### src/qrrs_pkg.sv
`timescale 1ns / 1ps
// Shared constants, result codes and sideband types for the quadratic root solver.
// No dependencies; every other file refers to it by scoped names.
package qrrs_pkg;

  localparam int COEF_W    = 16;
  localparam int FRAC_BITS = 16;
  localparam int ROOT_W    = 34;
  localparam int KIND_W    = 3;

  // b*b and a*c magnitudes, then the discriminant with one bit of growth
  localparam int PROD_W = 2 * COEF_W;
  localparam int DISC_W = PROD_W + 1;
  // discriminant padded to whole bit pairs for the digit-by-digit root
  localparam int QPAD_W = 2 * ((DISC_W + 1) / 2);
  localparam int SQRT_W = QPAD_W / 2 + FRAC_BITS;
  localparam int SQ_REM_W = SQRT_W + 2;

  // -b or -c scaled by 2^FRAC_BITS, signed
  localparam int NB_W  = COEF_W + FRAC_BITS + 1;
  // numerator magnitude (nb +/- s) and denominator magnitude (2a or b)
  localparam int NUM_W = SQRT_W + 1;
  localparam int DEN_W = COEF_W + 1;

  typedef enum logic [KIND_W-1:0] {
    KIND_TWO    = 3'd0,
    KIND_REPEAT = 3'd1,
    KIND_LINEAR = 3'd2,
    KIND_NONE   = 3'd3,
    KIND_ALL    = 3'd4
  } kind_t;

  typedef struct packed {
    kind_t                   kind;
    logic signed [NB_W-1:0]  nb;
    logic signed [DEN_W-1:0] den;
  } sq_side_t;

  typedef struct packed {
    kind_t kind;
    logic  neg;
  } div_side_t;

endpackage

### src/qrrs_div.sv
`timescale 1ns / 1ps
// Pipelined restoring divider on magnitudes, one quotient bit per stage.
// Depends on qrrs_pkg.
module qrrs_div (
  input  logic                          clk,
  input  logic                          rst_n,
  input  logic                          en,
  input  logic                          in_valid,
  input  logic [qrrs_pkg::NUM_W-1:0]    in_num,
  input  logic [qrrs_pkg::DEN_W-1:0]    in_den,
  input  qrrs_pkg::div_side_t           in_side,
  output logic                          out_valid,
  output logic [qrrs_pkg::NUM_W-1:0]    out_quo,
  output qrrs_pkg::div_side_t           out_side
);

  localparam int STEPS = qrrs_pkg::NUM_W;
  localparam int DW    = qrrs_pkg::DEN_W;

  logic [STEPS-1:0]     valid_r, valid_src;
  logic [DW-1:0]        rem_r   [STEPS];
  logic [DW-1:0]        rem_src [STEPS];
  logic [DW-1:0]        rem_nxt [STEPS];
  logic [STEPS-1:0]     work_r   [STEPS];
  logic [STEPS-1:0]     work_src [STEPS];
  logic [STEPS-1:0]     work_nxt [STEPS];
  logic [DW-1:0]        den_r   [STEPS];
  logic [DW-1:0]        den_src [STEPS];
  qrrs_pkg::div_side_t  side_r   [STEPS];
  qrrs_pkg::div_side_t  side_src [STEPS];

  genvar k;
  generate
    for (k = 0; k < STEPS; k++) begin : g_src
      if (k == 0) begin : g_first
        assign valid_src[k] = in_valid;
        assign rem_src[k]   = '0;
        assign work_src[k]  = in_num;
        assign den_src[k]   = in_den;
        assign side_src[k]  = in_side;
      end else begin : g_next
        assign valid_src[k] = valid_r[k-1];
        assign rem_src[k]   = rem_r[k-1];
        assign work_src[k]  = work_r[k-1];
        assign den_src[k]   = den_r[k-1];
        assign side_src[k]  = side_r[k-1];
      end
    end
  endgenerate

  // numerator bits leave the top of the work word, quotient bits enter at the bottom
  always_comb begin
    logic [DW:0] rem_sh;
    logic        ge;
    for (int i = 0; i < STEPS; i++) begin
      rem_sh      = {rem_src[i], work_src[i][STEPS-1]};
      ge          = rem_sh >= {1'b0, den_src[i]};
      rem_nxt[i]  = ge ? DW'(rem_sh - {1'b0, den_src[i]}) : DW'(rem_sh);
      work_nxt[i] = {work_src[i][STEPS-2:0], ge};
    end
  end

  always_ff @(posedge clk) begin
    if (!rst_n) begin
      valid_r <= '0;
    end else if (en) begin
      valid_r <= valid_src;
    end
    if (en) begin
      for (int i = 0; i < STEPS; i++) begin
        rem_r[i]  <= rem_nxt[i];
        work_r[i] <= work_nxt[i];
        den_r[i]  <= den_src[i];
        side_r[i] <= side_src[i];
      end
    end
  end

  assign out_valid = valid_r[STEPS-1];
  assign out_quo   = work_r[STEPS-1];
  assign out_side  = side_r[STEPS-1];

endmodule
### config.mk
export PLATFORM = sky130hd
export DESIGN_NAME = qrrs_div
export DESIGN_NICKNAME = d
export VERILOG_FILES = /design/src/qrrs_pkg.sv /design/src/qrrs_div.sv
export SDC_FILE = /design/constraint.sdc
export NUM_CORES = 2
export LEC_CHECK = 0
export ABC_AREA = 1
export BUFFER_PORTS_ARGS = -buffer_cell sky130_fd_sc_hd__buf_2
export CAP_MARGIN = 20
export CORE_MARGIN = 4
export CORE_UTILIZATION = 69
export CTS_CLUSTER_SIZE = 14
export DETAILED_ROUTE_END_ITERATION = 10
export HOLD_SLACK_MARGIN = 0.06
export PLACE_DENSITY = 0.83
export SYNTH_ARGS = -nofsm -noshare
export SYNTH_HDL_FRONTEND = slang
export SYNTH_SLANG_ARGS = --single-unit
export TNS_END_PERCENT = 100
### constraint.sdc
create_clock -name clk -period 6 [get_ports clk]
set_input_delay 0 -clock clk [delete_from_list [all_inputs] [get_ports clk]]
set_output_delay 0 -clock clk [all_outputs]
set_load 0.01 [all_outputs]
==> results.md <==
- DRT iter0 DRCs: 7922
- Commonest non-fill, non-tap cell in the layout: nand2_1
- CTS root buf: clkbuf_16
- Main area contributors after synthesis: edfxtp_1 60%, nand2_1 13%, inv_1 6.7%, ha_1 5.9%, nand3_1 3.8%
- Worst skew pair latency: 0.88 ns
- Share of layout cells above drive strength 1: 6.95%
- Final hold violation count: 0
- Vias in the first global route: 81.0k
- IO Count: 98
- Routability cong.: 0.944
- Gate count after technology mapping: 12.0k
- Worst hold path type: input port to flop
- Syn-to-layout area delta: 9.84%
- Seq pwr share: 38.8%
- Post-synthesis cell type count: 43
- Tmin final: 2.86 ns
- Status: complete, no violations
- Clk_skew: 0.0694 ns
- Setup WS post-layout: 3.14 ns
- DRC viols: 0
- Max-slew violation count: 0
- Sw Pwr: 25.3 mW
- Resize count post-CTS: 0
- CTS sink count: 2448
- Storage cell area: 0.0732 mm2
- CP Data Required Time: 6.59 ns
- VDD IR max: 0.345 mV
- Clock tree buffer depth: 3
- Slew margin rel.: 16.9%
- Synth area leader: edfxtp_1
- Worst Path Class, Setup: flop to flop
- Slew of the pin with the lowest slew margin: 1.25 ns
- Mapped Nets: 12.7k
- H-tree levels: 4
- Reg2Reg Setup Slack: 3.14 ns
- Place WS: 3.38 ns
- Post-synthesis register bit count: 2448
- Commonest cells after routing, fill and taps aside: 4076 x nand2_1, 2414 x edfxtp_1, 2149 x inv_1
- Clock buffer count from CTS: 234
- Horiz. Die Dim: 426 um
- Top_reg_cell synth: edfxtp_1
- Yosys warns: 0
- Setup TNS: 0 ns
- Async set-reset flop share out of synthesis: 0%
- Antenna violations before repair: 5
- GRT Overall Usage: 30.3%
- Placed inst area: 0.123 mm2
- Pwr dens: 490 mW/mm2
- Synth top area share: 60.3%
- Final Cycle Share: 47.7%
- Clock share of power: 23.2%
- Initial Util: 69.7%
- Total power: 64.7 mW
- Post-synth EDFFs: 2414
- Std cell rows: 152
- Total gr overflow: 0
- RSZ-0062 raised after global routing: false
- Routed Wire Length: 275000 um
- Sw Ratio: 39.0%
- Worst Setup Start Kind: flop
- Internal power: 39.5 mW
- Post-DR vias/cell: 5.53
- HPWL Detailed: 187000 um
- Data arrival time of the worst path: 3.45 ns
- Clk slew on worst S/H paths: 0.07 ns
- CTS tree: yes
- Mapped cell area: 0.120 mm2
- Core Footprint: 0.172 mm2
- Final setup vio count: 0
- Area of the multi-input gates: 0.0380 mm2
- FMAX: 349 MHz
- Drt first pass iters: 8
- Via count: 82.3k
- Crit. End Element: flop
- Post-route design area: 0.132 mm2
- ANT nets after route: 0
- First-pass GRT wire length: 432000 um
- DR WL/cell: 18.5 um
- Die Footprint: 0.181 mm2
- Combinational fraction of design power: 37.9%
- Max Cap Viol: 0
- Filler instances: 11.1k
- Sequential area share after synthesis: 60.8%
- Diode count: 0
- # port buffers: 97
- Largest net degree at the start of global routing: 211
- DIE HEIGHT: 426 um
- Layout Nets: 13.0k
- Syn Area/Cell: 10.0 um2
- Leakage power: 62.1 nW
- Worst-path maximum fanout: 18
-- worst max-delay path, stage by stage (launching register included) --
cell      delay, ns
edfxtp_1       0.42
inv_1          0.08
ha_1           0.40
nand2_1        0.12
nand2_1        0.09
inv_1          0.08
nand2_1        0.08
and3_1         0.18
nor2_4         0.41
nand2_4        0.27
nand2_1        0.25
nand2_1        0.18
-- final timing paths --
check	startpoint	to	cells past startpoint
worst min-delay path	rst_n	valid_r[16]	4
worst max-delay path	den_r[17][13]	rem_r[18][15]	11
worst min register to register	work_r[30][5]	work_r[31][6]	0
worst max register to register	den_r[17][13]	rem_r[18][15]	11
-- cell families after synthesis --
family,Yosys count,synth area share (%)
AO/OA/AOI/OAI,373,1.65
flip-flops,2448,60.8
buffers and inverters,2295,7.60
AND/OR/NAND/NOR,6082,21.9
XOR/XNOR,223,1.62
adder cells (fa/ha/maj),595,6.39
-- stage by stage --
stage	util [%]	cells	hold WS [ns]
6_report	76.6	14900	0.215
3_5_place_dp	71.4	14300	0.178
4_1_cts	76.6	14900	0.118
5_1_grt	76.6	14900	0.195
3_3_place_gp	71.4	14300	0.177
2_1_floorplan	-	12000	0.0989
-- per-layer routing --
metal / global-route usage (%) / up-vias / wire (um)
li1: - / 39600 / -
met1: 38.7 / 38500 / 108000
met3: 4.14 / 828 / 18300
met2: 52.2 / 3399 / 136000
met4: 13.0 / 2 / 13100
met5: 0 / - / 8
-- registers in the layout (all words and copies together) (netlist names) --
register	cells
den_r	561
side_r	136
valid_r	34
work_r	1156
rem_r	561
-- cell usage after synthesis, drive strengths merged, types with 13 or more instances --
master,n
edfxtp,2414
nor2,549
nand4,57
nor4,30
buf,112
nand2,4320
o21ai,54
xor2,192
o21a,13
nand3b,37
and2,42
nand3,924
or2,46
dfxtp,34
ha,563
fa,32
and3,27
inv,2171
a21oi,303
xnor2,31
nor3,49
-- power groups by stage --
stage          Sequential, mW  Combinational (mW)  Clock, mW
6_report                 25.1                24.5       15.0
5_1_grt                  25.3                27.6       16.0
4_1_cts                  25.1                24.0       15.2
3_5_place_dp             25.3                23.5          0
3_3_place_gp             25.3                22.9          0
2_1_floorplan            24.2                18.5          0
-- final cells by class --
| type | count | share of cell area, % |
|---|---|---|
| Clock buffer | 276 | 4.57 |
| Clock inverter | 155 | 1.37 |
| Inverter | 2173 | 6.17 |
| Multi-Input combinational cell | 7273 | 28.7 |
| Sequential cell | 2448 | 55.4 |
| Tap cell | 2310 | 2.19 |
| Timing Repair Buffer | 248 | 1.58 |
-- what timing repair did --
item | in CTS | in global routing
hold buffers | 116 | 0
endpoints found under the hold margin | 592 | 0
setup buffers | 0 | 0
Note: power is estimated with default switching activity, not from simulation.
