`config.mk`:
```
export PLATFORM = sky130hd
export DESIGN_NAME = qrrs_disc
export DESIGN_NICKNAME = d
export VERILOG_FILES = /design/src/qrrs_pkg.sv /design/src/qrrs_disc.sv
export SDC_FILE = /design/constraint.sdc
export NUM_CORES = 1
export LEC_CHECK = 0
export BUFFER_PORTS_ARGS = -buffer_cell sky130_fd_sc_hd__buf_2
export CORE_MARGIN = 10
export CORE_UTILIZATION = 29
export CTS_CLUSTER_DIAMETER = 50
export CTS_CLUSTER_SIZE = 28
export DETAILED_ROUTE_END_ITERATION = 8
export PLACE_DENSITY = 0.41
export SYNTH_ARGS = -nofsm -noshare
export SYNTH_HDL_FRONTEND = slang
export SYNTH_SLANG_ARGS = --single-unit
```
`constraint.sdc`:
```
create_clock -name clk -period 9.95 [get_ports clk]
set_clock_uncertainty 0.1 [all_clocks]
set_input_delay 0.995 -clock clk [delete_from_list [all_inputs] [get_ports clk]]
set_output_delay 0.995 -clock clk [all_outputs]
set_load 0.05 [all_outputs]
```
`src/qrrs_pkg.sv`:
```
`timescale 1ns / 1ps
// Shared constants, result codes and sideband types for the quadratic root solver.
// No dependencies; every other file refers to it by scoped names.
package qrrs_pkg;

  localparam int COEF_W    = 16;
  localparam int FRAC_BITS = 16;
  localparam int ROOT_W    = 34;
  localparam int KIND_W    = 3;

  // b*b and a*c magnitudes, then the discriminant with one bit of growth
  localparam int PROD_W = 2 * COEF_W;
  localparam int DISC_W = PROD_W + 1;
  // discriminant padded to whole bit pairs for the digit-by-digit root
  localparam int QPAD_W = 2 * ((DISC_W + 1) / 2);
  localparam int SQRT_W = QPAD_W / 2 + FRAC_BITS;
  localparam int SQ_REM_W = SQRT_W + 2;

  // -b or -c scaled by 2^FRAC_BITS, signed
  localparam int NB_W  = COEF_W + FRAC_BITS + 1;
  // numerator magnitude (nb +/- s) and denominator magnitude (2a or b)
  localparam int NUM_W = SQRT_W + 1;
  localparam int DEN_W = COEF_W + 1;

  typedef enum logic [KIND_W-1:0] {
    KIND_TWO    = 3'd0,
    KIND_REPEAT = 3'd1,
    KIND_LINEAR = 3'd2,
    KIND_NONE   = 3'd3,
    KIND_ALL    = 3'd4
  } kind_t;

  typedef struct packed {
    kind_t                   kind;
    logic signed [NB_W-1:0]  nb;
    logic signed [DEN_W-1:0] den;
  } sq_side_t;

  typedef struct packed {
    kind_t kind;
    logic  neg;
  } div_side_t;

endpackage

```
`src/qrrs_disc.sv`:
```
`timescale 1ns / 1ps
// Two-stage front end: coefficient magnitudes and products, then discriminant and case decode.
// Depends on qrrs_pkg.
module qrrs_disc (
  input  logic                                clk,
  input  logic                                rst_n,
  input  logic                                en,
  input  logic                                in_valid,
  input  logic signed [qrrs_pkg::COEF_W-1:0]  in_a,
  input  logic signed [qrrs_pkg::COEF_W-1:0]  in_b,
  input  logic signed [qrrs_pkg::COEF_W-1:0]  in_c,
  output logic                                out_valid,
  output logic [qrrs_pkg::DISC_W-1:0]         out_q,
  output qrrs_pkg::sq_side_t                  out_side
);

  localparam int CW = qrrs_pkg::COEF_W;
  localparam int PW = qrrs_pkg::PROD_W;

  logic [CW-1:0]          mag_a, mag_b, mag_c;
  logic                   p_valid_r;
  logic [PW-1:0]          bb_r, ac_r;
  logic signed [CW-1:0]   a_r, b_r, c_r;

  logic [PW+1:0]          ac4, q_sum, q_diff;
  logic                   ac_neg;
  logic signed [qrrs_pkg::NB_W-1:0] b_ext, c_ext;
  logic                   d_valid_r;
  logic [qrrs_pkg::DISC_W-1:0] q_r, q_nxt;
  qrrs_pkg::sq_side_t     side_r, side_nxt;

  assign mag_a = in_a[CW-1] ? CW'(-in_a) : CW'(in_a);
  assign mag_b = in_b[CW-1] ? CW'(-in_b) : CW'(in_b);
  assign mag_c = in_c[CW-1] ? CW'(-in_c) : CW'(in_c);

  always_ff @(posedge clk) begin
    if (!rst_n) begin
      p_valid_r <= 1'b0;
    end else if (en) begin
      p_valid_r <= in_valid;
    end
    if (en) begin
      bb_r <= mag_b * mag_b;
      ac_r <= mag_a * mag_c;
      a_r  <= in_a;
      b_r  <= in_b;
      c_r  <= in_c;
    end
  end

  assign ac4    = {ac_r, 2'b00};
  assign q_sum  = (PW+2)'(bb_r) + ac4;
  assign q_diff = (PW+2)'(bb_r) - ac4;
  assign ac_neg = (a_r[CW-1] != c_r[CW-1]) && (c_r != '0);
  assign b_ext  = qrrs_pkg::NB_W'(b_r);
  assign c_ext  = qrrs_pkg::NB_W'(c_r);

  always_comb begin
    side_nxt.kind = qrrs_pkg::KIND_NONE;
    side_nxt.nb   = -(b_ext <<< qrrs_pkg::FRAC_BITS);
    side_nxt.den  = qrrs_pkg::DEN_W'(a_r) <<< 1;
    q_nxt         = '0;
    if (a_r == '0) begin
      side_nxt.nb  = -(c_ext <<< qrrs_pkg::FRAC_BITS);
      side_nxt.den = qrrs_pkg::DEN_W'(b_r);
      if (b_r != '0) begin
        side_nxt.kind = qrrs_pkg::KIND_LINEAR;
      end else if (c_r == '0) begin
        side_nxt.kind = qrrs_pkg::KIND_ALL;
      end else begin
        side_nxt.kind = qrrs_pkg::KIND_NONE;
      end
    end else if (!ac_neg && ((PW+2)'(bb_r) < ac4)) begin
      side_nxt.kind = qrrs_pkg::KIND_NONE;
    end else begin
      q_nxt = ac_neg ? q_sum[qrrs_pkg::DISC_W-1:0] : q_diff[qrrs_pkg::DISC_W-1:0];
      side_nxt.kind = (q_nxt == '0) ? qrrs_pkg::KIND_REPEAT : qrrs_pkg::KIND_TWO;
    end
  end

  always_ff @(posedge clk) begin
    if (!rst_n) begin
      d_valid_r <= 1'b0;
    end else if (en) begin
      d_valid_r <= p_valid_r;
    end
    if (en) begin
      q_r    <= q_nxt;
      side_r <= side_nxt;
    end
  end

  assign out_valid = d_valid_r;
  assign out_q     = q_r;
  assign out_side  = side_r;

endmodule

```
==> impl_metrics.yaml <==
synthesis:
  synth.distinct_cells: 87
  syn_area_per_cell_sq_um: 9.49
  synth-edff-count: 179
  syn-cell-area_sq_mm: 0.0260
  ys_ff_latch: 181
  yosys_warnings: 0
  synthArstFlopShare: 0
  synth_flop_cell: "edfxtp_1"
  ys_seq_area_frac: 0.208
  syn_inst: 2742
sta:
  tns_ns: 0
  tightestPinTransition_ns: 1.27
  max_freq_ghz: 0.112
  whs_ns: 0.431
  relSlewSlack: 0.146
  period_minus_slack_ns: 8.90
  rsz0062_at_grt: "no"
  fin_crit_sh: 0.894
  hold_violations: 0
  finalSetupViolCount: 0
  finalMaxSlewViolations: 0
floorplanning:
  rows: 109
  ioPinCount: 139
  coreArea_sq_mm: 0.0888
  die_w_microns: 320
  start_util: 0.293
  die_height_microns: 320
  die-area_sq_mm: 0.102
grt:
  grt_pass1_wl_microns: 127000
  gr-total-overflow: 0
  antenna_found_initial: 3
  grt_max_degree: 80
  first_global_vias: 20600
  grt_use_total: 0.162
critical_path:
  r2r_slack_ns: 4.05
  cp_top_family: "adder cells"
  crit_required_ns: 10.14
  cpMaxStageDelayCell: "fa_1"
  critical_path_arrival_ns: 9.08
  endpoint_kind: "register"
  startpoint: "in_c[0]"
  critPathKind: "input pin to register"
  critPathMaxFanout: 12
  critPathBufInv: 6
  crit_top_cell: "fa_1"
  crit_cells: 28
  rr_worst_depth: 16
  crit_path_max_incr_delay_ns: 0.58
  r2r-start: "c_r[2]"
  crit_path_start_kind: "input pin"
cells_and_area:
  fin_area_sq_mm: 0.0290
  insertedDiodeCount: 0
  drive_above_1_share: 0.0876
  area_growth_syn_to_layout_pct: 11.4
  nets: 3593
  finish.utilization: 0.327
clock_tree:
  cts_root_buf: "clkbuf_16"
  hold_buffers: 0
  clockBufferDepth: 2
  ctsResizeCount: 0
  clock-sinks: 181
  clk_pin_slew_worst_paths_ns: 0.08
  cts_htree_levels: 4
  cts_tree: "yes"
  cts_setup_buffers: 0
  insertion_delay_ns: 0.49
  cts_buffers: 17
outcome:
  status: "completed"
placement:
  place_area_sq_mm: 0.0284
  place_hpwl_microns: 70000
  io_buffers: 121
  place_congestion: 0.912
flow_run:
  cap_violations: 0
routing:
  via_per_inst: 4.73
  firstDrtPassIters: 5
  drcViolationCount: 0
  wirelength_microns: 82100
  drt_iter0_markers: 1144
  final_antenna_net_count: 0
  num_vias: 19300
  avgRoutedWirePerCell_microns: 20.1
min_path:
  min_from: "out_valid"
  min_delay_path_depth: 2
  hold_path.class: "register to register"
-- path summary, 6_finish.rpt --
| kind | endpoint |
|---|---|
| hold / removal | out_valid |
| hold reg to reg | out_valid |
| setup reg to reg | out_side[50] |
| setup / recovery | ac_r[31] |
-- final cells by class --
cell class / count / area [sq um]
clock buffers: 19 / 433
clock inverters: 13 / 164
fillers: 9271 / 59800
inverters: 545 / 2050
multi-input cells: 1975 / 18400
flip-flops and latches: 181 / 5420
well taps: 1165 / 1460
repair buffers: 191 / 1140
-- metrics by stage --
stage / cells / setup slack, ns
finish: 4089 / 1.05
detailed placement: 4057 / 0.583
global placement: 4057 / 0.677
global route: 4089 / 0.689
CTS: 4089 / 1.13
floorplan: 2768 / 1.34
-- synth_stat cells (all sizes together) (5+ instances only) --
library cell	count	area, sq um
a211oi	11	82.6
o21ai	69	345
buf	19	144
xor2	70	613
nand2	262	986
o31a	5	43.8
or4	12	97.6
a21boi	6	45.0
o31ai	13	97.6
clkbuf	48	180
o211ai	5	42.5
and4	5	43.8
a21o	66	495
o41ai	7	61.3
ha	270	3380
nor2b	27	169
inv	542	2030
o21bai	14	105
xnor2	125	1100
and3	8	51.3
a31oi	16	100
nor3	30	171
o21a	22	165
mux2i	5	50.1
nand2b	19	119
nand4	13	87.6
o311ai	6	60.1
nand3	21	105
a21oi	98	490
or3	16	100
nand3b	5	37.5
and2	18	113
fa	360	7210
edfxtp	179	5380
nor4	22	174
nor2	263	990
or2	6	37.5
-- sequential cells by signal (all words and copies together), names as in the netlist --
name,flops
b_r,15
ac_r,32
bb_r,31
out_q,32
a_r,16
out_side,37
c_r,16
p_valid_r,1
out_valid,1
-- layer usage --
metal  GRT usage  wire length [microns]  up-vias
li1            -                      -     9152
met1       0.223                  39500     9737
met2       0.262                  37600      389
met3      0.0286                   3520       58
met4      0.0376                   1520        0
met5           0                      0        -
-- cells in the final DEF (no fill, tap or decap), types with 5 or more instances in the layout --
cell and n:
nand4_1 12, xnor2_1 123, inv_2 11, o41ai_1 7
conb_1 28, nor2_1 262, a31oi_1 16, buf_4 70
and4_1 5, xor2_1 70, nor4_1 19, nand3b_1 5
o21bai_1 14, nor2b_1 27, nor3_1 27, a211oi_1 11
inv_1 531, clkbuf_16 17, nand2b_1 19, edfxtp_1 179
nand2_1 261, and2_1 18, o31ai_1 13, or4_1 10
o21a_1 22, a21oi_1 98, or3_1 16, inv_6 6
and3_1 7, o21ai_0 54, mux2i_1 5, buf_2 120
o31a_1 5, ha_1 270, a21o_1 66, nand3_1 21
o21ai_1 15, fa_1 360
-- worst min-delay path, delay by kind of cell, from the launching register on --
kind / cells / cell delay, ns
flip-flops: 1 / 0.31
AND/OR/NAND/NOR: 1 / 0.06
multiplexers: 1 / 0.12
-- logic make-up after synthesis --
logic type | count (synthesis) | share of synthesized area
and+or+nand+nor | 746 | 0.133
adders and majority gates | 630 | 0.407
buffers and inverters | 612 | 0.0910
AOI/OAI and AO/OA | 370 | 0.0927
xor gates and xnor gates | 195 | 0.0659
DFF | 181 | 0.208
muxes | 6 | 0.00236
other | 2 | 0.000288
Power is not shown: default switching activity piles up to over one toggle a cycle in this logic, so the estimate is an artifact.
